File: config.mk
export PLATFORM = sky130hd
export DESIGN_NAME = imu_uart_frame_parser
export DESIGN_NICKNAME = d
export VERILOG_FILES = /design/src/iufp_pkg.sv /design/src/iufp_front.sv /design/src/iufp_queue.sv /design/src/iufp_back.sv /design/src/imu_uart_frame_parser.sv
export SDC_FILE = /design/constraint.sdc
export NUM_CORES = 1
export LEC_CHECK = 0
export ABC_AREA = 0
export BUFFER_PORTS_ARGS = -buffer_cell sky130_fd_sc_hd__clkbuf_2
export CAP_MARGIN = 20
export CORE_ASPECT_RATIO = 0.75
export CORE_UTILIZATION = 35
export DETAILED_ROUTE_END_ITERATION = 8
export MAX_ROUTING_LAYER = met4
export SYNTH_ARGS = -nofsm -noshare
export SYNTH_HDL_FRONTEND = slang
export SYNTH_SLANG_ARGS = --single-unit
File: constraint.sdc
create_clock -name clk -period 10.2 [get_ports clk]
set_clock_uncertainty 0.05 [all_clocks]
set_input_delay 1.53 -clock clk [delete_from_list [all_inputs] [get_ports clk]]
set_output_delay 1.53 -clock clk [all_outputs]
set_load 0.01 [all_outputs]
File: src/iufp_pkg.sv
// ----------------------------------------------------------------------------
// iufp_pkg
// Shared types and constants for the serial IMU frame parser.
// ----------------------------------------------------------------------------
package iufp_pkg;

  localparam logic [7:0] HDR_BYTE   = 8'h55;
  localparam logic [7:0] TYPE_FIRST = 8'h51;
  localparam logic [7:0] TYPE_LAST  = 8'h54;
  localparam int         FRAME_BYTES = 11;
  localparam int         STORE_DEPTH = 10;

  localparam logic [3:0] POS_IDLE = 4'd0;
  localparam logic [3:0] POS_TYPE = 4'd1;
  localparam logic [3:0] POS_CSUM = 4'(STORE_DEPTH);

  localparam logic [1:0] ST_OK       = 2'd0;
  localparam logic [1:0] ST_CSUM_ERR = 2'd1;
  localparam logic [1:0] ST_BAD_TYPE = 2'd2;

  // one frame byte as classified by the front end
  typedef struct packed {
    logic [7:0] data;
    logic [3:0] pos;      // byte position in the frame, 1..10
    logic       last;     // checksum byte, closes the frame
    logic       csum_ok;  // valid with last
  } tok_t;

endpackage

File: src/iufp_front.sv
// ----------------------------------------------------------------------------
// iufp_front
// Frame tracker: hunts for the header, counts frame bytes, keeps the running
// sum and tags each frame byte for the back end.
// ----------------------------------------------------------------------------
module iufp_front import iufp_pkg::*; (
  input  logic       clk,
  input  logic       rst,
  input  logic       accept,
  input  logic [7:0] rx_byte,
  output logic       tok_push,
  output tok_t       tok
);

  logic [3:0] byte_count;
  logic [3:0] byte_count_next;
  logic [7:0] running_sum;
  logic [7:0] running_sum_next;
  logic       in_frame;

  assign in_frame = (byte_count != POS_IDLE) && (byte_count < 4'(FRAME_BYTES));

  always_comb begin
    byte_count_next  = byte_count;
    running_sum_next = running_sum;
    tok_push         = 1'b0;
    tok.data         = rx_byte;
    tok.pos          = byte_count;
    tok.last         = (byte_count == POS_CSUM);
    tok.csum_ok      = (running_sum == rx_byte);
    if (accept) begin
      if (!in_frame) begin
        // header byte is not stored, only summed
        if (rx_byte == HDR_BYTE) begin
          byte_count_next  = POS_TYPE;
          running_sum_next = rx_byte;
        end else begin
          byte_count_next  = POS_IDLE;
        end
      end else if (byte_count == POS_CSUM) begin
        tok_push         = 1'b1;
        byte_count_next  = POS_IDLE;
        running_sum_next = 8'd0;
      end else begin
        tok_push         = 1'b1;
        byte_count_next  = byte_count + 4'd1;
        running_sum_next = running_sum + rx_byte;
      end
    end
  end

  always_ff @(posedge clk) begin
    if (rst) begin
      byte_count  <= POS_IDLE;
      running_sum <= 8'd0;
    end else begin
      byte_count  <= byte_count_next;
      running_sum <= running_sum_next;
    end
  end

endmodule

File: src/iufp_queue.sv
// ----------------------------------------------------------------------------
// iufp_queue
// Short token queue between front and back end.
// ----------------------------------------------------------------------------
module iufp_queue import iufp_pkg::*; #(
  parameter int DEPTH = 4
) (
  input  logic clk,
  input  logic rst,
  input  logic wr_en,
  input  tok_t wr_tok,
  input  logic rd_en,
  output tok_t rd_tok,
  output logic full,
  output logic empty
);

  localparam int PW = (DEPTH > 1) ? $clog2(DEPTH) : 1;
  localparam int CW = $clog2(DEPTH + 1);

  tok_t          slots [DEPTH];
  logic [PW-1:0] wr_ptr;
  logic [PW-1:0] rd_ptr;
  logic [CW-1:0] count;
  logic          do_wr;
  logic          do_rd;

  assign full   = (count == CW'(DEPTH));
  assign empty  = (count == '0);
  assign do_wr  = wr_en && !full;
  assign do_rd  = rd_en && !empty;
  assign rd_tok = slots[rd_ptr];

  function automatic logic [PW-1:0] bump(input logic [PW-1:0] p);
    return (p == PW'(DEPTH - 1)) ? '0 : p + PW'(1);
  endfunction

  always_ff @(posedge clk) begin
    if (do_wr) begin
      slots[wr_ptr] <= wr_tok;
    end
  end

  always_ff @(posedge clk) begin
    if (rst) begin
      wr_ptr <= '0;
      rd_ptr <= '0;
      count  <= '0;
    end else begin
      if (do_wr) begin
        wr_ptr <= bump(wr_ptr);
      end
      if (do_rd) begin
        rd_ptr <= bump(rd_ptr);
      end
      if (do_wr && !do_rd) begin
        count <= count + CW'(1);
      end else if (do_rd && !do_wr) begin
        count <= count - CW'(1);
      end
    end
  end

endmodule

File: src/iufp_back.sv
// ----------------------------------------------------------------------------
// iufp_back
// Frame assembler: stores frame bytes, and on the checksum byte builds the
// result and holds it in the output register.
// ----------------------------------------------------------------------------
module iufp_back import iufp_pkg::*; (
  input  logic               clk,
  input  logic               rst,
  input  logic               tok_valid,
  input  tok_t               tok,
  output logic               tok_take,
  input  logic               pop,
  output logic               empty,
  output logic        [7:0]  type_byte,
  output logic signed [15:0] word_x,
  output logic signed [15:0] word_y,
  output logic signed [15:0] word_z,
  output logic signed [15:0] word_extra,
  output logic        [1:0]  frame_status
);

  logic [7:0] frame_store [1:STORE_DEPTH-1];
  logic       out_valid;
  logic       out_free;
  logic [1:0] status;
  logic       type_bad;

  assign empty    = !out_valid;
  assign out_free = !out_valid || pop;
  // data bytes never wait on the output register
  assign tok_take = tok_valid && (!tok.last || out_free);

  assign type_bad = (frame_store[1] < TYPE_FIRST) || (frame_store[1] > TYPE_LAST);

  always_comb begin
    if (!tok.csum_ok) begin
      status = ST_CSUM_ERR;
    end else if (type_bad) begin
      status = ST_BAD_TYPE;
    end else begin
      status = ST_OK;
    end
  end

  always_ff @(posedge clk) begin
    for (int i = 1; i < STORE_DEPTH; i++) begin
      if (tok_take && !tok.last && tok.pos == 4'(i)) begin
        frame_store[i] <= tok.data;
      end
    end
    if (tok_take && tok.last) begin
      type_byte    <= frame_store[1];
      word_x       <= {frame_store[3], frame_store[2]};
      word_y       <= {frame_store[5], frame_store[4]};
      word_z       <= {frame_store[7], frame_store[6]};
      word_extra   <= {frame_store[9], frame_store[8]};
      frame_status <= status;
    end
  end

  always_ff @(posedge clk) begin
    if (rst) begin
      out_valid <= 1'b0;
    end else if (tok_take && tok.last) begin
      out_valid <= 1'b1;
    end else if (pop) begin
      out_valid <= 1'b0;
    end
  end

endmodule

File: src/imu_uart_frame_parser.sv
// ----------------------------------------------------------------------------
// imu_uart_frame_parser
// 11-byte sum-checksum serial frame parser: header hunt, byte collection and
// one result per complete frame.
// ----------------------------------------------------------------------------
// Channel | Direction | Handshake        | Payload
// input   | in        | push / full      | rx_byte
// result  | out       | empty / pop      | type_byte, word_x..word_extra, frame_status
//
// One byte per cycle sustained while full stays low. The front end tracks the
// frame and sum as each byte is accepted; the back end stores bytes from the token
// queue. A result passes the token queue and then the registered result stage.
// A held result stalls only the checksum token; the queue (QUEUE_DEPTH
// tokens) keeps taking bytes until it fills, then full rises.
// Reset clears the frame tracker, the queue and the result valid flag.
module imu_uart_frame_parser import iufp_pkg::*; #(
  parameter int QUEUE_DEPTH = 4
) (
  input  logic               clk,
  input  logic               rst,
  input  logic               push,
  output logic               full,
  input  logic        [7:0]  rx_byte,
  output logic               empty,
  input  logic               pop,
  output logic        [7:0]  type_byte,
  output logic signed [15:0] word_x,
  output logic signed [15:0] word_y,
  output logic signed [15:0] word_z,
  output logic signed [15:0] word_extra,
  output logic        [1:0]  frame_status
);

  logic accept;
  logic tok_push;
  tok_t front_tok;
  tok_t back_tok;
  logic q_empty;
  logic tok_take;

  assign accept = push && !full;

  iufp_front u_front (
    .clk      (clk),
    .rst      (rst),
    .accept   (accept),
    .rx_byte  (rx_byte),
    .tok_push (tok_push),
    .tok      (front_tok)
  );

  iufp_queue #(
    .DEPTH (QUEUE_DEPTH)
  ) u_queue (
    .clk    (clk),
    .rst    (rst),
    .wr_en  (tok_push),
    .wr_tok (front_tok),
    .rd_en  (tok_take),
    .rd_tok (back_tok),
    .full   (full),
    .empty  (q_empty)
  );

  iufp_back u_back (
    .clk          (clk),
    .rst          (rst),
    .tok_valid    (!q_empty),
    .tok          (back_tok),
    .tok_take     (tok_take),
    .pop          (pop),
    .empty        (empty),
    .type_byte    (type_byte),
    .word_x       (word_x),
    .word_y       (word_y),
    .word_z       (word_z),
    .word_extra   (word_extra),
    .frame_status (frame_status)
  );

endmodule

==> results of run 1 <==
==> flip-flops by register name (all words and copies together) (netlist names), named ones only <==
name and count:
type_byte 1, word_x 16, u_back.type_byte 7, u_queue.wr_ptr 2, u_front.byte_count 4, word_y 16
u_queue.count 3, u_queue.slots 56, u_back.frame_status 2, u_front.running_sum 8, u_back.frame_store 72, u_queue.rd_ptr 2
u_back.out_valid 1, word_extra 16, word_z 16
==> power by group through the flow <==
stage               registers (mW)  logic (mW)  clock network [mW]
finish                        1.33       0.501               0.759
global route                  1.35       0.548               0.809
CTS                           1.33       0.512               0.774
detailed placement            1.35       0.510                   0
global placement              1.34       0.499                   0
floorplan                     1.39       0.249                   0
==> cells by family after synthesis <==
group           synth area share [%]
fa+ha+maj                      2.547
xor+xnor                      0.8805
simple gates                   5.912
flops                          81.76
buf+inv                        1.226
compound gates                 3.066
mux                            4.607
==> final cells by class <==
cell class | count | share of cell area [%]
well taps | 294 | 3.909
clock inverters | 13 | 1.290
multi-input cells | 172 | 14.44
inverters | 11 | 0.4387
clock buffers | 26 | 6.009
repair buffers | 89 | 4.786
flip-flops and latches | 224 | 69.13
==> through the flow <==
stage / power, mW / hold WS (ps)
floorplan: 1.641 / 350.3
global placement: 1.840 / 354.4
detailed placement: 1.860 / 354.5
CTS: 2.617 / 368.6
global route: 2.703 / 371.4
finish: 2.586 / 365.6
==> cell usage after synthesis (4+ instances only) <==
cell type,instances
inv_1,11
ha_1,13
clkbuf_1,6
nand2_1,14
nor2_1,27
a31oi_1,4
and3_1,4
xnor2_1,5
nand3_1,4
nor3_1,8
nor2b_1,5
mux2i_1,4
o21ai_0,6
nand2b_1,8
dfxtp_1,22
edfxtp_1,202
a21oi_1,18
mux4_2,10
==> worst max path at each step <==
| stage | to | slack (ps) | cells after the start |
|---|---|---|---|
| global placement | u_queue.count[2] | 6540 | 10 |
| global route | u_back.frame_store[8][2] | 6650 | 4 |
| floorplan | type_byte[7] | 2510 | 2 |
| finish | u_back.frame_store[4][3] | 6890 | 4 |
| detailed placement | u_queue.count[2] | 6430 | 10 |
| CTS | u_back.frame_store[1][0] | 6640 | 5 |
==> layer usage <==
metal | track usage [%] | wire length (microns) | share of wire [%] | up-vias
li1 | - | - | - | 1829
met1 | 16.95 | 6614 | 48 | 1912
met2 | 18.22 | 5961 | 43 | 122
met3 | 2.586 | 942 | 6.9 | 16
met4 | 2.899 | 193 | 1.4 | 0
met5 | - | 0 | 0 | -
==> critical path, stage by stage, from the launching register on <==
cell and delay [ps]:
dfxtp_1 960, mux4_2 670, or3_4 420, or2_0 240
nor2_1 600
==> run_results.csv, run 1 <==
group,metric,value,unit
clocking,cts_max_level,1,
logic_synthesis,synth_ff_type,"edfxtp_1",
worst_setup_path,worstSetupPathType,"flop to flop",
route,detail_route.iter0.violations,268,
clocking,hold_buffers,0,
finish,drive_gt1_share,25.79,%
worst_setup_path,crit_path_end_kind,"flop",
clocking,cts_resized,0,
finish,fin_cells,829,
timing,fin_ws,6894,ps
placed_design,dp_hpwl,8.939,mm
grt,grt_pass1_wl,21.10,mm
finish,final_cell_mix,"202 x edfxtp_1, 87 x clkbuf_2, 27 x nor2_1",
timing,maxSlewHeadroom,35.51,%
logic_synthesis,postSynthCellCount,418,
floorplanning,rows,47,
pwr,swShare,28.28,%
floorplanning,core_area,22170,sq um
worst_setup_path,ff2ff_path_depth,4,
placed_design,dpl-instance-area,8717,sq um
finish,fill_cells,1941,
timing,period_needed,3306,ps
placed_design,dp.cells,789,
clocking,path_clk_slew,60,ps
pwr,leakage,3.262,nW
logic_synthesis,avgSynthCellArea,19.04,sq um
placed_design,dp_slack,6434,ps
floorplanning,start_util,35.89,%
pwr,power.density,274.8,nW/um^2
logic_synthesis,synth_area,7958,sq um
route,drt-total-wl,13.71,mm
pwr,ir_worst_vdd,0.0001186,V
worst_hold_path,hold_start,"u_back.frame_store[7][3]",
timing,worst_pin_slew,967.3,ps
pwr,power.internal,1.855,mW
finish,finalInstanceArea,9412,sq um
pwr,power_frac_comb,19.4,%
timing,drv_slew,0,
clocking,root_buffer,"clkbuf_16",
timing,setup_tns,0,ps
floorplanning,die_h,132.6,microns
flow_run,cap_violations,0,
placed_design,globalplace.congestion,0.8022,
logic_synthesis,synthArstFlopShare,0,%
pwr,seq_power_share,51.3,%
finish,final_common_cell,"edfxtp_1",
timing,rsz0062_at_grt,"no",
logic_synthesis,ys_ff_latch,224,
worst_setup_path,crit_fanout,15,
clocking,cts_tree,"done",
route,dr.pass1.iters,4,
logic_synthesis,netlist.area_leader.share,76.23,%
clocking,cts_buffer_depth,3,
floorplanning,ios,88,
logic_synthesis,yosysWarnings,0,
worst_setup_path,startpoint_type,"flop",
worst_setup_path,cp.arrival,3380,ps
pwr,clockPowerShare,29.4,%
grt,grtUsageTotal,12.17,%
logic_synthesis,yosysUniqueCellTypes,46,
floorplanning,die_w,176.1,microns
logic_synthesis,synth-edff-count,202,
timing,post-route-period-util,32.41,%
route,drcViolationCount,0,
grt,antenna_found_initial,0,
worst_setup_path,ff2ff_setup_slack,6890,ps
grt,grt_max_degree,75,
finish,utilization,42.45,%
pwr,p_switching,0.7314,mW
worst_hold_path,hold_path_depth,0,
logic_synthesis,synth.yosys.seq_area_share,81.76,%
outcome,outcome,"finished clean",
worst_hold_path,hold_path_end,"word_z[11]",
clocking,clock_sinks,224,
worst_hold_path,hold_path_class,"flop to flop",
route,vias,3879,
timing,hold_viol,0,
route,post_drt_wl_per_cell,16.54,microns
finish,fin_nets,547,
worst_setup_path,r2r-end,"u_back.frame_store[4][3]",
placed_design,port-buffer-count,87,
grt,grt_pass1_vias,3764,
floorplanning,die_area,23350,sq um
clocking,insertion_delay,500,ps
logic_synthesis,syn_nets,445,
finish,antenna_cells,0,
logic_synthesis,netlist.top_cell.by_area,"edfxtp_1",
finish,syn_to_final_growth,18.27,%
finish,final-seq-area,6506,sq um
route,ant_nets,0,
route,viasPerCell,4.679,
logic_synthesis,synthTopCellsByArea,"edfxtp_1 76%, dfxtp_1 5.5%, mux4_2 2.8%",
timing,timing.fmax,302.5,MHz
grt,grt-ovfl-total,0,
worst_setup_path,required,10280,ps
clocking,cts_buffers,22,
clocking,post_cts_buffers,0,
finish,multi_input_area,1359,sq um
timing,setup_viol,0,
Power figures use the tool's default switching activity.
==> inputs of run 2 (changes only) <==
- ABC_AREA: 0 -> 1
- clock period: 10.2 -> 3.2 ns (I/O delays scaled with it)
==> run 2 against run 1 <==
  * Sequential cell count is the same
  * Combinational power increased to 4.1 times the previous value
  * Global-route usage up 1.5 points
  * Clock power grew to 3.4 times the previous value
  * Register-to-register slack got worse by 6100 ps
  * Non-clock buffer count increased by 17
  * Critical path depth increased by 9
  * Area after synthesis up 1.6%
  * Critical path type unchanged
  * Critical endpoint is now u_queue.count[2]
==> run_results.csv, run 2 <==
group,metric,value,unit
outcome,outcome,"finished clean",
worst_setup_path,ff2ff_setup_slack,750,ps
logic_synthesis,muxShareOfSynthArea,0,%
worst_setup_path,required,3530,ps
clocking,post_cts_buffers,0,
logic_synthesis,synth_top_family_by_area,"simple AND/OR/NAND/NOR gates",
worst_setup_path,cp_common_cell,"nand2_1",
worst_setup_path,crit_fanout,10,
grt,grtUsageTotal,13.66,%
clocking,cts_buffer_depth,3,
finish,largest_reg_flops,72,
finish,fin_nets,681,
finish,final_cell_mix,"202 x edfxtp_1, 87 x clkbuf_2, 76 x nand2_1",
logic_synthesis,synthArstFlopShare,0,%
logic_synthesis,netlist.top_cell.by_area,"edfxtp_1",
route,routed-wl-met2,6.964,mm
route,wl_met3,845,microns
worst_setup_path,startpoint_type,"flop",
clocking,cts_max_level,1,
pwr,ir_worst_vdd,0.0004008,V
floorplanning,rows,47,
route,dr.pass1.iters,5,
grt,grt_pass1_wl,24.05,mm
logic_synthesis,synth_ff_type,"edfxtp_1",
finish,regMostFlops,"u_back.frame_store",
floorplanning,die_w,177.5,microns
timing,hold_viol,0,
route,ant_nets,0,
route,vias,4436,
grt,grt_pass1_vias,4433,
timing,maxSlewHeadroom,48.61,%
worst_setup_path,cp.arrival,2770,ps
floorplanning,core_area,22350,sq um
worst_setup_path,critical_path_buf_inv_count,2,
finish,biggestRegsByFlops,"u_back.frame_store x72, u_queue.slots x56",
timing,setup_tns,0,ps
floorplanning,ios,88,
logic_synthesis,synth-edff-count,202,
worst_hold_path,hold_path_end,"u_queue.slots[1][6]",
clocking,insertion_delay,510,ps
logic_synthesis,yosysMostFrequentCell,"edfxtp_1",
logic_synthesis,synth.yosys.seq_area_share,80.48,%
grt,grt-ovfl-total,0,
logic_synthesis,synth-xor-area-share,0.4334,%
grt,grt_max_degree,75,
finish,final-seq-area,6506,sq um
worst_hold_path,hold_path_class,"input pin to flop",
finish,antenna_cells,0,
logic_synthesis,yosysUniqueCellTypes,38,
route,viasPerCell,4.606,
finish,multi_input_area,1330,sq um
floorplanning,start_util,36.18,%
finish,fill_cells,1987,
logic_synthesis,synthTopCellsByArea,"edfxtp_1 75%, dfxtp_1 5.4%, nand2_1 3.5%",
worst_setup_path,crit_path_end_kind,"flop",
logic_synthesis,avgSynthCellArea,15.17,sq um
worst_setup_path,crit_family,"adder cells",
timing,setup_viol,0,
clocking,cts_buffers,22,
logic_synthesis,postSynthCellCount,533,
worst_hold_path,hold_path_depth,1,
clocking,clock_sinks,224,
worst_setup_path,worstSetupPathType,"flop to flop",
placed_design,port-buffer-count,87,
logic_synthesis,synth-adder-area-share,2.507,%
worst_setup_path,cp_cell_sequence,"nand2_1 > nand3_1 > nand2_1 > nand2_1 > nand2_1 > inv_1 > ha_1 > inv_1 > fa_1 > a21oi_1 > o21ai_0 > o21ai_0 > a21oi_1",
timing,drv_slew,0,
worst_hold_path,hold_start,"rx_byte[0]",
placed_design,dp_hpwl,10.20,mm
route,drcViolationCount,0,
route,top_layer,"met4",
grt,antenna_found_initial,0,
logic_synthesis,ys_ff_latch,224,
finish,syn_to_final_growth,20.01,%
pwr,leakage,3.659,nW
worst_setup_path,r2r-end,"u_queue.count[2]",
route,post_drt_wl_per_cell,15.91,microns
pwr,power.density,914.4,nW/um^2
worst_setup_path,critPathSlowestCell,"dfxtp_1",
clocking,cts_resized,0,
route,drt-total-wl,15.32,mm
logic_synthesis,synth_simple_gate_area_share,8.946,%
route,wl_met1,7.220,mm
floorplanning,die_h,133.6,microns
logic_synthesis,netlist.area_leader.share,75.03,%
timing,worst_pin_slew,768.1,ps
clocking,root_buffer,"clkbuf_16",
floorplanning,die_area,23720,sq um
flow_run,cap_violations,0,
clocking,path_clk_slew,60,ps
finish,drive_gt1_share,23.32,%
timing,period_needed,2449,ps
worst_setup_path,ff2ff_path_depth,13,
logic_synthesis,synth_compound_area_share,4.473,%
clocking,cts_tree,"done",
timing,timing.fmax,408.3,MHz
logic_synthesis,synth_area,8084,sq um
finish,final_common_cell,"edfxtp_1",
pwr,total_power,8.872,mW
clocking,hold_buffers,0,
placed_design,globalplace.congestion,0.8085,
logic_synthesis,syn_nets,560,
route,detail_route.iter0.violations,353,
logic_synthesis,yosysWarnings,0,
logic_synthesis,synth_common_cells,"202 x edfxtp_1, 76 x nand2_1, 50 x nor2_1",
timing,rsz0062_at_grt,"no",
worst_setup_path,critPathMaxStageDelay,520,ps
timing,post-route-period-util,76.53,%
run 2: cell types whose count changed in the layout (fill, tap and decap cells not counted), moves of 14 or more:
cell and delta:
o21ai_0 +18, nand3_1 +14, nand2_1 +62, nor2_1 +22, buf_4 +17, inv_1 +37
run 2: worst reg2reg max path: cells and delay by family (launching register included):
family          cells  cell delay (ps)
flops               1              520
fa+ha+maj           2              530
compound gates      4              530
simple gates        5              510
buf+inv             2              170
run 2: layout make-up:
class	count	share of cell area [%]
multi-input combinational	250	13.71
timing repair buffer	106	6.087
clock inverter	13	1.586
clock buffer	26	5.829
tap	294	3.792
inverter	50	1.934
sequential	224	67.06
run 2: report_power, final:
group          switching, mW  total, mW  internal (mW)
combinational           1.40       2.03          0.630
clock                   1.04       2.55           1.51
sequential             0.208       4.30           4.09
run 2: cells by family (layout without fill, tap and decap cells):
family                   after synthesis  after routing
adder cells (fa/ha/maj)               15             15
AND/OR/NAND/NOR                      166            166
buffers and inverters                 59            195
AO/OA/AOI/OAI                         65             65
XOR/XNOR                               4              4
flip-flops                           224            224
run 2: worst max path at each step:
| stage | start | to | slack [ps] | cells past startpoint |
|---|---|---|---|---|
| after floorplan | pop | type_byte[7] | 110 | 3 |
| final | flop | u_queue.count[2] | 750 | 13 |
| after global placement | pop | u_queue.count[2] | 750 | 12 |
| after CTS | flop | u_back.frame_store[4][5] | 770 | 6 |
| after detailed placement | pop | u_queue.count[2] | 770 | 12 |
| after global routing | flop | u_queue.count[2] | 490 | 13 |
run 2: layer usage:
layer,vias to the layer above,global-route usage [%]
met4,0,3.941
met5,-,-
met3,27,2.654
met1,2146,18.77
met2,129,20.62
li1,2134,-
run 2: through the flow:
stage	cells	setup WS, ps	area, sq um	hold WS (ps)	util (%)
2_1_floorplan	533	113.4	8087	350.3	-
3_3_place_gp	924	745.7	8982	351.9	40.20
3_5_place_dp	924	765.8	8982	354.5	40.20
4_1_cts	963	774.4	9702	195.1	43.42
5_1_grt	963	488.9	9702	198.3	43.42
6_report	963	751.0	9702	209.2	43.42
